===== src/design/pc_pkg.sv =====
// Shared types and constants for the polygon centroid block.
// No dependencies; imported by every module of the block.
`timescale 1ns / 1ps
`default_nettype none

package pc_pkg;

   // Defaults for the top-level parameters
   localparam int DEFAULT_MAX_VERTICES = 64;
   localparam int DEFAULT_COORD_WIDTH  = 16;

   // Accumulators and the divider operate modulo 2^64
   localparam int ACC_WIDTH = 64;

   // Result status codes
   localparam int STATUS_WIDTH = 2;
   localparam logic [STATUS_WIDTH-1:0] STATUS_OK        = 2'd0;
   localparam logic [STATUS_WIDTH-1:0] STATUS_FEW_VERTS = 2'd1;
   localparam logic [STATUS_WIDTH-1:0] STATUS_ZERO_AREA = 2'd2;

   // Divider status toward the sequencer
   typedef struct packed {
      logic busy;
      logic done;
   } pc_div_status_type;

endpackage : pc_pkg

`default_nettype wire


===== src/design/pc_mul.sv =====
// Shared signed multiplier with a registered product.
// Depends on pc_pkg; instantiated by polygon_centroid.
`timescale 1ns / 1ps
`default_nettype none

module pc_mul import pc_pkg::*; #(
   parameter int A_WIDTH = 2 * DEFAULT_COORD_WIDTH + 3,
   parameter int B_WIDTH = DEFAULT_COORD_WIDTH + 2
) (
   input  logic                                clock,
   input  logic signed [A_WIDTH-1:0]           a,
   input  logic signed [B_WIDTH-1:0]           b,
   output logic signed [A_WIDTH+B_WIDTH-1:0]   product
);

   logic signed [A_WIDTH+B_WIDTH-1:0] product_ff;
   logic signed [A_WIDTH+B_WIDTH-1:0] product_in;

   // Form the full-width signed product
   always_comb begin
      product_in = a * b;
   end

   // Register the product for the next sequencer step
   always_ff @(posedge clock) begin
      product_ff <= product_in;
   end

   assign product = product_ff;

endmodule : pc_mul

`default_nettype wire


===== src/design/pc_div.sv =====
// Iterative restoring divider: one quotient bit a cycle, then rounding to nearest
// (ties away from zero) and saturation to the signed coordinate range.
// Depends on pc_pkg; instantiated by polygon_centroid.
`timescale 1ns / 1ps
`default_nettype none

module pc_div import pc_pkg::*; #(
   parameter int COORD_WIDTH = DEFAULT_COORD_WIDTH
) (
   input  logic                          clock,
   input  logic                          reset,
   input  logic                          start,
   input  logic [ACC_WIDTH-1:0]          num,
   input  logic [ACC_WIDTH-1:0]          den,
   output pc_div_status_type             status,
   output logic signed [COORD_WIDTH-1:0] quot
);

   localparam int CNT_WIDTH = $clog2(ACC_WIDTH);
   localparam logic [CNT_WIDTH-1:0] LAST_BIT = CNT_WIDTH'(ACC_WIDTH - 1);
   localparam logic [ACC_WIDTH-1:0] SAT_NEG  = ACC_WIDTH'(1) << (COORD_WIDTH - 1);
   localparam logic [ACC_WIDTH-1:0] SAT_POS  = SAT_NEG - ACC_WIDTH'(1);

   typedef enum logic [1:0] {
      D_IDLE,
      D_RUN,
      D_ROUND
   } div_state_type;

   div_state_type           state_ff, state_in;
   logic [CNT_WIDTH-1:0]    cnt_ff, cnt_in;
   logic                    nneg_ff, nneg_in;
   logic                    dneg_ff, dneg_in;
   logic [ACC_WIDTH-1:0]    dm_ff, dm_in;
   logic [ACC_WIDTH-1:0]    q_ff, q_in;
   logic [ACC_WIDTH-1:0]    rem_ff, rem_in;
   logic                    done_ff, done_in;
   logic [COORD_WIDTH-1:0]  quot_ff, quot_in;

   logic [ACC_WIDTH:0]      rem_shift;
   logic [ACC_WIDTH:0]      trial;
   logic                    round_up;
   logic [ACC_WIDTH-1:0]    q_round;
   logic [ACC_WIDTH-1:0]    q_sat;
   logic [ACC_WIDTH-1:0]    q_neg;

   // Shift in the next dividend bit and try a subtract
   always_comb begin
      rem_shift = {rem_ff, q_ff[ACC_WIDTH-1]};
      trial     = rem_shift - {1'b0, dm_ff};
   end

   // Round on twice the remainder, then clamp the magnitude
   always_comb begin
      round_up = ({rem_ff, 1'b0} >= {1'b0, dm_ff});
      q_round  = q_ff + ACC_WIDTH'(round_up);
      if (nneg_ff != dneg_ff) begin
         q_sat = (q_round > SAT_NEG) ? SAT_NEG : q_round;
      end else begin
         q_sat = (q_round > SAT_POS) ? SAT_POS : q_round;
      end
      q_neg = ACC_WIDTH'(0) - q_sat;
   end

   // Sequence the divide
   always_comb begin
      state_in = state_ff;
      cnt_in   = cnt_ff;
      nneg_in  = nneg_ff;
      dneg_in  = dneg_ff;
      dm_in    = dm_ff;
      q_in     = q_ff;
      rem_in   = rem_ff;
      done_in  = 1'b0;
      quot_in  = quot_ff;
      case (state_ff)
         D_IDLE: begin
            if (start) begin
               nneg_in  = num[ACC_WIDTH-1];
               dneg_in  = den[ACC_WIDTH-1];
               q_in     = num[ACC_WIDTH-1] ? (ACC_WIDTH'(0) - num) : num;
               dm_in    = den[ACC_WIDTH-1] ? (ACC_WIDTH'(0) - den) : den;
               rem_in   = '0;
               cnt_in   = '0;
               state_in = D_RUN;
            end
         end
         D_RUN: begin
            if (!trial[ACC_WIDTH]) begin
               rem_in = trial[ACC_WIDTH-1:0];
            end else begin
               rem_in = rem_shift[ACC_WIDTH-1:0];
            end
            q_in   = {q_ff[ACC_WIDTH-2:0], ~trial[ACC_WIDTH]};
            cnt_in = cnt_ff + CNT_WIDTH'(1);
            if (cnt_ff == LAST_BIT) begin
               state_in = D_ROUND;
            end
         end
         D_ROUND: begin
            if (nneg_ff != dneg_ff) begin
               quot_in = q_neg[COORD_WIDTH-1:0];
            end else begin
               quot_in = q_sat[COORD_WIDTH-1:0];
            end
            done_in  = 1'b1;
            state_in = D_IDLE;
         end
         default: begin
            state_in = D_IDLE;
         end
      endcase
   end

   // Hold divider state
   always_ff @(posedge clock) begin
      if (reset) begin
         state_ff <= D_IDLE;
         done_ff  <= 1'b0;
      end else begin
         state_ff <= state_in;
         done_ff  <= done_in;
      end
      cnt_ff  <= cnt_in;
      nneg_ff <= nneg_in;
      dneg_ff <= dneg_in;
      dm_ff   <= dm_in;
      q_ff    <= q_in;
      rem_ff  <= rem_in;
      quot_ff <= quot_in;
   end

   assign status.busy = (state_ff != D_IDLE);
   assign status.done = done_ff;
   assign quot        = quot_ff;

endmodule : pc_div

`default_nettype wire


===== src/design/polygon_centroid.sv =====
// Top level of the polygon centroid block: vertex sequencer and accumulators.
// Depends on pc_pkg, pc_mul and pc_div.
//
//   channel | direction | handshake            | word
//   req_    | in        | req_valid/req_stall  | vertex_x, vertex_y, last_vertex
//   rsp_    | out       | rsp_valid/rsp_stall  | centroid_x, centroid_y, status
//
// The first two vertices are only stored; for every later vertex the
// cross product and two weighted sums take turns on the one shared multiplier.
// A closing vertex adds a check, two divides and a hand-off, or only the check
// and hand-off when only a status is reported. Reset is synchronous, active
// high, and clears the sums and vertex count. A result waiting on rsp_stall holds
// only a second finished polygon in the output step; vertex words stall while it waits.
`timescale 1ns / 1ps
`default_nettype none

module polygon_centroid import pc_pkg::*; #(
   parameter int MAX_VERTICES = DEFAULT_MAX_VERTICES,
   parameter int COORD_WIDTH  = DEFAULT_COORD_WIDTH
) (
   input  logic                          clock,
   input  logic                          reset,
   input  logic                          req_valid,
   output logic                          req_stall,
   input  logic signed [COORD_WIDTH-1:0] req_vertex_x,
   input  logic signed [COORD_WIDTH-1:0] req_vertex_y,
   input  logic                          req_last_vertex,
   output logic                          rsp_valid,
   input  logic                          rsp_stall,
   output logic signed [COORD_WIDTH-1:0] rsp_centroid_x,
   output logic signed [COORD_WIDTH-1:0] rsp_centroid_y,
   output logic [STATUS_WIDTH-1:0]       rsp_status
);

   localparam int DW   = COORD_WIDTH + 1;      // offset from the first vertex
   localparam int SW   = COORD_WIDTH + 2;      // sum of three coordinates
   localparam int CRW  = 2 * COORD_WIDTH + 3;  // cross product
   localparam int PW   = CRW + SW;             // multiplier product
   localparam int CNTW = $clog2(MAX_VERTICES + 1);
   localparam logic [CNTW-1:0] CNT_MAX = CNTW'(MAX_VERTICES);

   typedef enum logic [3:0] {
      S_IDLE,
      S_MUL_A,
      S_MUL_B,
      S_CROSS,
      S_WX,
      S_WY,
      S_ACC_Y,
      S_CHECK,
      S_DIV_X,
      S_DIV_Y,
      S_OUT
   } seq_state_type;

   seq_state_type                 state_ff, state_in;
   logic signed [COORD_WIDTH-1:0] first_x_ff, first_x_in;
   logic signed [COORD_WIDTH-1:0] first_y_ff, first_y_in;
   logic signed [COORD_WIDTH-1:0] prev_x_ff, prev_x_in;
   logic signed [COORD_WIDTH-1:0] prev_y_ff, prev_y_in;
   logic signed [DW-1:0]          prev_dx_ff, prev_dx_in;
   logic signed [DW-1:0]          prev_dy_ff, prev_dy_in;
   logic signed [DW-1:0]          cur_dx_ff, cur_dx_in;
   logic signed [DW-1:0]          cur_dy_ff, cur_dy_in;
   logic signed [SW-1:0]          sx3_ff, sx3_in;
   logic signed [SW-1:0]          sy3_ff, sy3_in;
   logic [CNTW-1:0]               count_ff, count_in;
   logic                          last_ff, last_in;
   logic signed [CRW-1:0]         p1_ff, p1_in;
   logic signed [CRW-1:0]         cross_ff, cross_in;
   logic [ACC_WIDTH-1:0]          cross_sum_ff, cross_sum_in;
   logic [ACC_WIDTH-1:0]          wx_sum_ff, wx_sum_in;
   logic [ACC_WIDTH-1:0]          wy_sum_ff, wy_sum_in;
   logic signed [COORD_WIDTH-1:0] res_x_ff, res_x_in;
   logic signed [COORD_WIDTH-1:0] res_y_ff, res_y_in;
   logic [STATUS_WIDTH-1:0]       res_status_ff, res_status_in;
   logic                          rsp_valid_ff, rsp_valid_in;
   logic signed [COORD_WIDTH-1:0] rsp_x_ff, rsp_x_in;
   logic signed [COORD_WIDTH-1:0] rsp_y_ff, rsp_y_in;
   logic [STATUS_WIDTH-1:0]       rsp_status_ff, rsp_status_in;

   logic                          req_accept;
   logic                          rsp_free;
   logic signed [DW-1:0]          dx_new;
   logic signed [DW-1:0]          dy_new;
   logic signed [SW-1:0]          sx3_new;
   logic signed [SW-1:0]          sy3_new;
   logic signed [CRW-1:0]         mul_a;
   logic signed [SW-1:0]          mul_b;
   logic signed [PW-1:0]          mul_p;
   logic                          div_start;
   logic [ACC_WIDTH-1:0]          div_num;
   logic [ACC_WIDTH-1:0]          div_den;
   pc_div_status_type             div_stat;
   logic signed [COORD_WIDTH-1:0] div_quot;

   pc_mul #(
      .A_WIDTH (CRW),
      .B_WIDTH (SW)
   ) u_mul (
      .clock   (clock),
      .a       (mul_a),
      .b       (mul_b),
      .product (mul_p)
   );

   pc_div #(
      .COORD_WIDTH (COORD_WIDTH)
   ) u_div (
      .clock  (clock),
      .reset  (reset),
      .start  (div_start),
      .num    (div_num),
      .den    (div_den),
      .status (div_stat),
      .quot   (div_quot)
   );

   // Take a vertex word only between vertices
   assign req_stall  = (state_ff != S_IDLE);
   assign req_accept = req_valid && !req_stall;
   assign rsp_free   = !rsp_valid_ff || !rsp_stall;

   // Offsets from the first vertex and the fan triangle's coordinate sums
   always_comb begin
      dx_new  = DW'(req_vertex_x) - DW'(first_x_ff);
      dy_new  = DW'(req_vertex_y) - DW'(first_y_ff);
      sx3_new = SW'(first_x_ff) + SW'(prev_x_ff) + SW'(req_vertex_x);
      sy3_new = SW'(first_y_ff) + SW'(prev_y_ff) + SW'(req_vertex_y);
   end

   // Steer the shared multiplier
   always_comb begin
      mul_a = '0;
      mul_b = '0;
      case (state_ff)
         S_MUL_A: begin
            mul_a = CRW'(prev_dx_ff);
            mul_b = SW'(cur_dy_ff);
         end
         S_MUL_B: begin
            mul_a = CRW'(prev_dy_ff);
            mul_b = SW'(cur_dx_ff);
         end
         S_WX: begin
            mul_a = cross_ff;
            mul_b = sx3_ff;
         end
         S_WY: begin
            mul_a = cross_ff;
            mul_b = sy3_ff;
         end
         default: begin
            mul_a = '0;
            mul_b = '0;
         end
      endcase
   end

   // Divide x first, then y, by three times the cross sum
   always_comb begin
      div_den   = (cross_sum_ff << 1) + cross_sum_ff;
      div_num   = (state_ff == S_DIV_X) ? wy_sum_ff : wx_sum_ff;
      div_start = 1'b0;
      if (state_ff == S_CHECK) begin
         div_start = (count_ff >= CNTW'(3)) && (cross_sum_ff != '0);
      end else if (state_ff == S_DIV_X) begin
         div_start = div_stat.done;
      end
   end

   // Sequence vertices and the final divide
   always_comb begin
      state_in      = state_ff;
      first_x_in    = first_x_ff;
      first_y_in    = first_y_ff;
      prev_x_in     = prev_x_ff;
      prev_y_in     = prev_y_ff;
      prev_dx_in    = prev_dx_ff;
      prev_dy_in    = prev_dy_ff;
      cur_dx_in     = cur_dx_ff;
      cur_dy_in     = cur_dy_ff;
      sx3_in        = sx3_ff;
      sy3_in        = sy3_ff;
      count_in      = count_ff;
      last_in       = last_ff;
      p1_in         = p1_ff;
      cross_in      = cross_ff;
      cross_sum_in  = cross_sum_ff;
      wx_sum_in     = wx_sum_ff;
      wy_sum_in     = wy_sum_ff;
      res_x_in      = res_x_ff;
      res_y_in      = res_y_ff;
      res_status_in = res_status_ff;
      rsp_valid_in  = rsp_valid_ff && rsp_stall;
      rsp_x_in      = rsp_x_ff;
      rsp_y_in      = rsp_y_ff;
      rsp_status_in = rsp_status_ff;
      case (state_ff)
         S_IDLE: begin
            if (req_accept) begin
               last_in  = req_last_vertex;
               state_in = req_last_vertex ? S_CHECK : S_IDLE;
               if (count_ff < CNT_MAX) begin
                  count_in  = count_ff + CNTW'(1);
                  prev_x_in = req_vertex_x;
                  prev_y_in = req_vertex_y;
                  if (count_ff == '0) begin
                     first_x_in = req_vertex_x;
                     first_y_in = req_vertex_y;
                  end else if (count_ff == CNTW'(1)) begin
                     prev_dx_in = dx_new;
                     prev_dy_in = dy_new;
                  end else begin
                     cur_dx_in = dx_new;
                     cur_dy_in = dy_new;
                     sx3_in    = sx3_new;
                     sy3_in    = sy3_new;
                     state_in  = S_MUL_A;
                  end
               end
            end
         end
         S_MUL_A: begin
            state_in = S_MUL_B;
         end
         S_MUL_B: begin
            p1_in    = CRW'(mul_p);
            state_in = S_CROSS;
         end
         S_CROSS: begin
            cross_in = p1_ff - CRW'(mul_p);
            state_in = S_WX;
         end
         S_WX: begin
            cross_sum_in = cross_sum_ff + ACC_WIDTH'(cross_ff);
            state_in     = S_WY;
         end
         S_WY: begin
            wx_sum_in  = wx_sum_ff + ACC_WIDTH'(mul_p);
            prev_dx_in = cur_dx_ff;
            prev_dy_in = cur_dy_ff;
            state_in   = S_ACC_Y;
         end
         S_ACC_Y: begin
            wy_sum_in = wy_sum_ff + ACC_WIDTH'(mul_p);
            state_in  = last_ff ? S_CHECK : S_IDLE;
         end
         S_CHECK: begin
            res_x_in = '0;
            res_y_in = '0;
            if (count_ff < CNTW'(3)) begin
               res_status_in = STATUS_FEW_VERTS;
               state_in      = S_OUT;
            end else if (cross_sum_ff == '0) begin
               res_status_in = STATUS_ZERO_AREA;
               state_in      = S_OUT;
            end else begin
               res_status_in = STATUS_OK;
               state_in      = S_DIV_X;
            end
         end
         S_DIV_X: begin
            if (div_stat.done) begin
               res_x_in = div_quot;
               state_in = S_DIV_Y;
            end
         end
         S_DIV_Y: begin
            if (div_stat.done) begin
               res_y_in = div_quot;
               state_in = S_OUT;
            end
         end
         S_OUT: begin
            // Move the result to the output slot and drop the polygon
            if (rsp_free) begin
               rsp_valid_in  = 1'b1;
               rsp_x_in      = res_x_ff;
               rsp_y_in      = res_y_ff;
               rsp_status_in = res_status_ff;
               count_in      = '0;
               cross_sum_in  = '0;
               wx_sum_in     = '0;
               wy_sum_in     = '0;
               state_in      = S_IDLE;
            end
         end
         default: begin
            state_in = S_IDLE;
         end
      endcase
   end

   // Hold sequencer state, sums and the output slot
   always_ff @(posedge clock) begin
      if (reset) begin
         state_ff     <= S_IDLE;
         count_ff     <= '0;
         cross_sum_ff <= '0;
         wx_sum_ff    <= '0;
         wy_sum_ff    <= '0;
         rsp_valid_ff <= 1'b0;
      end else begin
         state_ff     <= state_in;
         count_ff     <= count_in;
         cross_sum_ff <= cross_sum_in;
         wx_sum_ff    <= wx_sum_in;
         wy_sum_ff    <= wy_sum_in;
         rsp_valid_ff <= rsp_valid_in;
      end
      first_x_ff    <= first_x_in;
      first_y_ff    <= first_y_in;
      prev_x_ff     <= prev_x_in;
      prev_y_ff     <= prev_y_in;
      prev_dx_ff    <= prev_dx_in;
      prev_dy_ff    <= prev_dy_in;
      cur_dx_ff     <= cur_dx_in;
      cur_dy_ff     <= cur_dy_in;
      sx3_ff        <= sx3_in;
      sy3_ff        <= sy3_in;
      last_ff       <= last_in;
      p1_ff         <= p1_in;
      cross_ff      <= cross_in;
      res_x_ff      <= res_x_in;
      res_y_ff      <= res_y_in;
      res_status_ff <= res_status_in;
      rsp_x_ff      <= rsp_x_in;
      rsp_y_ff      <= rsp_y_in;
      rsp_status_ff <= rsp_status_in;
   end

   assign rsp_valid      = rsp_valid_ff;
   assign rsp_centroid_x = rsp_x_ff;
   assign rsp_centroid_y = rsp_y_ff;
   assign rsp_status     = rsp_status_ff;

`ifndef SYNTHESIS
   // Vertex count never passes the polygon limit
   a_count_bound: assert property (@(posedge clock) disable iff (reset)
      count_ff <= CNT_MAX)
      else $error("vertex count beyond limit");

   // A divide starts only on an idle divider
   a_div_start_idle: assert property (@(posedge clock) disable iff (reset)
      div_start |-> !div_stat.busy)
      else $error("divide started while divider busy");

   // Divider results arrive only while the sequencer waits on them
   a_div_done_state: assert property (@(posedge clock) disable iff (reset)
      div_stat.done |-> (state_ff == S_DIV_X || state_ff == S_DIV_Y))
      else $error("divider result with no divide pending");

   // Delivering a result leaves the polygon state cleared
   a_clear_after_out: assert property (@(posedge clock) disable iff (reset)
      (state_ff == S_OUT && rsp_free) |=>
         (rsp_valid_ff && count_ff == '0 && cross_sum_ff == '0))
      else $error("polygon state not cleared after result");
`endif

endmodule : polygon_centroid

`default_nettype wire

===== config.mk =====
export PLATFORM = sky130hd
export DESIGN_NAME = polygon_centroid
export DESIGN_NICKNAME = d
export VERILOG_FILES = /design/src/design/pc_pkg.sv /design/src/design/pc_mul.sv /design/src/design/pc_div.sv /design/src/design/polygon_centroid.sv
export SDC_FILE = /design/constraint.sdc
export NUM_CORES = 2
export LEC_CHECK = 0
export ABC_CLOCK_PERIOD_IN_PS = 10800
export BUFFER_PORTS_ARGS = -buffer_cell sky130_fd_sc_hd__buf_4
export CORE_UTILIZATION = 60
export DETAILED_ROUTE_END_ITERATION = 7
export PLACE_DENSITY = 0.79
export SYNTH_ARGS = -nofsm -noshare
export SYNTH_HDL_FRONTEND = slang
export SYNTH_HIERARCHICAL = 1
export SYNTH_SLANG_ARGS = --single-unit

===== constraint.sdc =====
create_clock -name clock -period 10.8 [get_ports clock]
set_input_delay 2.7 -clock clock [delete_from_list [all_inputs] [get_ports clock]]
set_output_delay 2.7 -clock clock [all_outputs]
set_load 0.1 [all_outputs]

; After elaboration in Yosys (flattened, before gate mapping)
; Index checks and enable logic that the tools add are counted.
[classes]
n_reduce_logical = 38
n_mux = 58
n_eq_ne = 24
n_addsub = 18
multipliers = 1
bitwise = 3
order_cmp = 6
[ops]
columns = cell, count
row1 = $pmux 64 s2, 5
row2 = $mux 64, 6
row3 = $add 64x64->64, 4
row4 = $mux 17, 8
row5 = $sub 1x64->64 const A, 2
row6 = $pmux 35 s3, 1
row7 = $mux 16, 5
row8 = $pmux 18 s4, 1
row9 = $pmux 17 s2, 2
row10 = $ge 65x64->1, 1
row11 = $sub 65x64->65, 1
row12 = $add 64x1->64, 1
row13 = $gt 64x15->1 const B, 1
row14 = $gt 64x16->1 const B, 1
row15 = $logic_not 64->1, 1
row16 = $pmux 16 s2, 2
row17 = $reduce_bool 64->1, 1
row18 = $mux 63, 1
row19 = $mul 35x18->53, 1
row20 = $pmux 4 s11, 1
row21 = $add 17x16->18, 2
row22 = $sub 35x35->35, 1
row23 = $add 16x16->17, 2
row24 = $sub 16x16->17, 2
row25 = 40 further kinds, 95
[word_totals]
wordCells = 184
regBits = 783
out_inout_bits = 36

; Logic depth before layout (Yosys ltp)
[logic_depth]
word_depth = 7
depth_mapped = 35
mapped_depth_nobuf = 33

; Cells and area by module
; Netlist, hierarchy kept.
[by_module_without_submodules]
columns = mod, cells_per_inst, instances, area_per_inst_um2, seq_area_each_um2
row1 = polygon_centroid, 4187, 1, 38072.8, 13302.8
row2 = pc_mul, 2569, 1, 22925.7, 1061.0
row3 = pc_div, 1956, 1, 17337.9, 6546.3

; Worst setup path after synthesis
; No wires, ideal clock.
[synth_path]
kind = reg2reg
start = register state_ff[1] (netlist name)
end = register u_div.cnt_ff[0], enable pin
stages_incl_launch_ff = 8
n_path_buf = 2
synth_period_minus_slack_ns = 11.354
path_slack_ns = -0.554
arrival_time_ns = 10.542
path_cell_list = dfxtp_1 > clkbuf_1 > nor3_1 > clkbuf_1 > nand2_1 > o21ai_0 > inv_1 > o21ai_0
[synth_lines]
columns = item, line
row1 = end signal: assignment, pc_div.sv:124  ; cnt_ff <= cnt_in;
row2 = end: declaration, pc_div.sv:31  ; logic [CNT_WIDTH-1:0] cnt_ff, cnt_in;

==> qor.log <==
qor: timing.total_of_endpoints_with_negative_setup_slack_in_the_final_report 0
qor: detailed_routing.routed_wire_length_per_instance 20.2 um
qor: detailed_routing.route.vias.total 63,586
qor: detailed_routing.wl 209,000 um
qor: die.num_rows 132
qor: worst_setup_path.worst-r2r-setup-slack 1.49 ns
qor: timing.grt_setup_unrepaired no
qor: timing.timing_hold_violations_final 0
qor: worst_setup_path.timing.setup.critical_path_class reg2reg
qor: worst_setup_path.timing.reg2reg.worst_path_depth 26
qor: worst_setup_path.kind_of_start_point_of_the_critical_path flop
qor: place.numPortBuffers 72
qor: clock_network.clkTransAtPathRegs 0.07 ns
qor: final_layout.multi_input_area 0.0523 mm^2
qor: logic_synthesis.synth_ff_type edfxtp_1
qor: logic_synthesis.ys_async_sr_fraction 0
qor: timing.finalSetupTns 0 ns
qor: clock_network.numCtsBuffers 90
qor: detailed_routing.initial_detailed_routing_violation_count 6,061
qor: final_layout.post_route_cells_drive_above_1_share 0.0570
qor: final_layout.regArea 0.0209 mm^2
qor: clock_network.post_cts.resized_instances 0
qor: worst_setup_path.cp_top_family adder cells
qor: clock_network.cts_tree built
qor: clock_network.cts_root_buffer clkbuf_16
qor: global_route.global_route_usage_sum 0.315
qor: worst_setup_path.critPathRequiredTime 11.42 ns
qor: logic_synthesis.synth_sequential_area_ratio 0.267
qor: timing.timing.max_slew.rel_slack 0.157
qor: logic_synthesis.number_of_enable_flip_flop_cells_after_synthesis 523
qor: worst_setup_path.worst-path-buf-inv 6
qor: worst_setup_path.cpPeakStageDelay 0.87 ns
qor: logic_synthesis.synth_top_family_by_area adder cells
qor: logic_synthesis.synth.area.mux_share 0.0230
qor: logic_synthesis.synth_compound_gate_area_share 0.164
qor: worst_setup_path.critPathCaptureType flop
qor: worst_setup_path.r2r-end u_mul/product[49]
qor: final_layout.fillers 10,608
qor: logic_synthesis.postSynthRegisterBits 783
qor: place.routabilityCongestion 0.956
qor: timing.period_share 0.862
qor: final_layout.final_net_count 9,827
qor: global_route.antenna_violations_before_repair 4
qor: global_route.pin_count_of_the_biggest_net_entering_global_routing 100
qor: worst_setup_path.cp.arrival 9.93 ns
qor: hold_path.worstHoldPathType reg2reg
qor: clock_network.clk-insertion-delay-late 0.73 ns
qor: die.die_width 363 um
qor: worst_setup_path.cpMaxStageDelayCell clkinv_1
qor: logic_synthesis.synthDistinctLibCells 110
qor: die.fp.coreArea 0.129 mm^2
qor: die.die_area 0.132 mm^2
qor: global_route.grt_overflow_total 0
qor: timing.finalMaxSlewViolations 0
qor: clock_network.tritoncts_sinks 783
qor: final_layout.final_cell_mix inv_1 (1,045), nand2_1 (907), fa_1 (643)
qor: global_route.first_global_vias 62,309
qor: place.place.detailed.hpwl 160,000 um
qor: timing.max_freq 107 MHz
qor: worst_setup_path.reg2reg_from state_ff[0]
qor: final_layout.area_growth_syn_to_layout 6.56%
qor: worst_setup_path.critical_path.most_common_cell fa_1
qor: hold_path.hold_path_startpoint res_y_ff[7]
qor: global_route.first_pass_grt_wire_length 334,000 um
qor: logic_synthesis.synthesis.area 0.0783 mm^2
qor: logic_synthesis.mappedNetlistNets 9,973
qor: timing.clock_skew 0.0615 ns
qor: timing.transition_time_of_the_tightest_slew_check_pin 1.25 ns
qor: run.maxCapViolCount 0
qor: timing.final.min_clock_period 9.31 ns
qor: worst_setup_path.worstSetupStartpoint state_ff[0]
qor: logic_synthesis.synth-adder-area-share 0.257
qor: detailed_routing.vias_per_cell 6.12
qor: logic_synthesis.synthSimpleGateAreaFrac 0.159
qor: detailed_routing.drtAntennaViolNets 0
qor: die.floorplan.initialDensity 0.605
qor: logic_synthesis.synthesis.instances 8,712
qor: logic_synthesis.synth_xor_xnor_area_share 0.0607
qor: die.boundaryPins 73
qor: detailed_routing.firstDrtPassIters 7
qor: hold_path.whs_endpoint rsp_centroid_y[7]
qor: logic_synthesis.syn_avg_cell_area 8.99 um^2
qor: clock_network.cts_hold_buffers 0
qor: run_status.outcome finished clean
qor: hold_path.hold-path-cell-count 0
qor: clock_network.cts_max_path_buffers 3
qor: final_layout.final_common_cell inv_1
qor: die.die-height 363 um
qor: clock_network.cts_post_setup_buffers_inserted 0
qor: worst_setup_path.crit_fanout 34
qor: clock_network.clock_tree.htree_level_count 3
qor: logic_synthesis.synthesis.yosys.warnings 6
qor: detailed_routing.drc_errors 0
-- logic make-up (layout without fill, tap and decap cells) --
group | Yosys count | in the layout
XOR/XNOR | 543 | 543
other | 0 | 3
buffers and inverters | 1425 | 1356
flip-flops | 783 | 783
AO/OA/AOI/OAI | 1991 | 1991
multiplexers | 169 | 169
AND/OR/NAND/NOR | 2577 | 2577
adder cells (fa/ha/maj) | 1224 | 1224
-- final cells by class --
cell class,instances,area share
clock inverter,60,0.00848
inverter,1047,0.0471
sequential,783,0.251
clock buffer,109,0.0290
antenna,3,0.0000899
timing repair buffer,140,0.0127
tap,1742,0.0261
multi-input combinational,6504,0.626
-- synth_stat cells (29+ instances only) --
cell type / number / area [um^2]
o21ai_0: 420 / 2100
a31oi_1: 55 / 344
fa_1: 643 / 12900
mux2i_1: 79 / 791
nand3_1: 149 / 746
a21oi_1: 541 / 2710
a22oi_1: 113 / 848
a21o_1: 262 / 1970
o211ai_1: 29 / 218
a211oi_1: 54 / 405
or4_1: 33 / 248
a21boi_0: 29 / 218
nand2b_1: 88 / 551
or3_1: 40 / 250
o21a_1: 62 / 465
mux2_2: 90 / 1010
nand4_1: 130 / 813
nor3_1: 111 / 556
clkbuf_1: 352 / 1320
o21bai_1: 83 / 623
nor2_1: 537 / 2020
and3_1: 60 / 375
inv_1: 1045 / 3920
dfxtp_1: 260 / 5200
and2_1: 309 / 1930
ha_1: 581 / 7270
a22o_1: 38 / 333
nor4_1: 36 / 225
nor2b_1: 80 / 500
xnor2_1: 337 / 2950
nand2_1: 908 / 3410
edfxtp_1: 523 / 15700
o31ai_1: 56 / 420
xor2_1: 206 / 1800
-- metal layers --
| metal | vias to the layer above | GRT usage | wire (um) |
|---|---|---|---|
| li1 | 29651 | - | - |
| met1 | 30763 | 0.435 | 90100 |
| met2 | 2701 | 0.498 | 93800 |
| met3 | 467 | 0.0624 | 18600 |
| met4 | 4 | 0.0997 | 6850 |
| met5 | - | 0 | 23 |
-- registers in the layout, summed over array words and instances, names as in the netlist, 16 cells and up --
signal,count
cur_dy_ff,17
wy_sum_ff,64
prev_y_ff,16
cross_ff,35
u_div/dm_ff,64
p1_ff,35
prev_dy_ff,17
cross_sum_ff,64
u_mul/product,53
first_x_ff,16
wx_sum_ff,64
prev_dx_ff,17
rsp_centroid_x,16
u_div/q_ff,64
sx3_ff,18
first_y_ff,16
res_y_ff,16
rsp_centroid_y,16
prev_x_ff,16
u_div/quot,16
res_x_ff,16
cur_dx_ff,17
u_div/rem_ff,64
sy3_ff,18
-- worst max path at each step --
stage	endpoint	cells past startpoint
floorplan	u_mul/product[49]	26
global placement	u_mul/product[49]	26
detailed placement	u_mul/product[49]	26
CTS	u_mul/product[49]	26
global route	u_mul/product[49]	26
finish	u_mul/product[49]	26
-- through the flow --
step | setup slack (ns) | cells | instance area [um^2] | util | hold slack (ns)
6_report | 1.49 | 10388 | 83500 | 0.645 | 0.410
5_1_grt | 1.05 | 10385 | 83500 | 0.645 | 0.424
4_1_cts | 1.58 | 10385 | 83500 | 0.645 | 0.417
3_5_place_dp | 1.63 | 10216 | 80300 | 0.620 | 0.405
3_3_place_gp | 1.76 | 10216 | 80300 | 0.620 | 0.403
2_1_floorplan | 2.33 | 8712 | 78300 | - | 0.400
-- worst register-to-register path, stage by stage (launching register included) --
cell      delay [ns]
dfxtp_2         0.31
buf_4           0.44
nand2b_1        0.24
nor3_2          0.24
buf_4           0.41
a22oi_1         0.22
o21ai_0         0.12
buf_4           0.24
clkinv_1        0.87
nor2_1          0.45
fa_1            0.48
fa_1            0.54
fa_1            0.53
fa_1            0.52
fa_1            0.54
inv_1           0.06
fa_1            0.53
inv_1           0.04
ha_1            0.37
a21o_1          0.20
a21o_1          0.18
a221o_1         0.38
and4_4          0.21
nor3_4          0.36
a211oi_2        0.21
o41a_1          0.44
o311ai_1        0.08
Power is left out: the tool's default activity adds up to more than one toggle a clock period on the data nets, which glitch-free logic cannot reach.
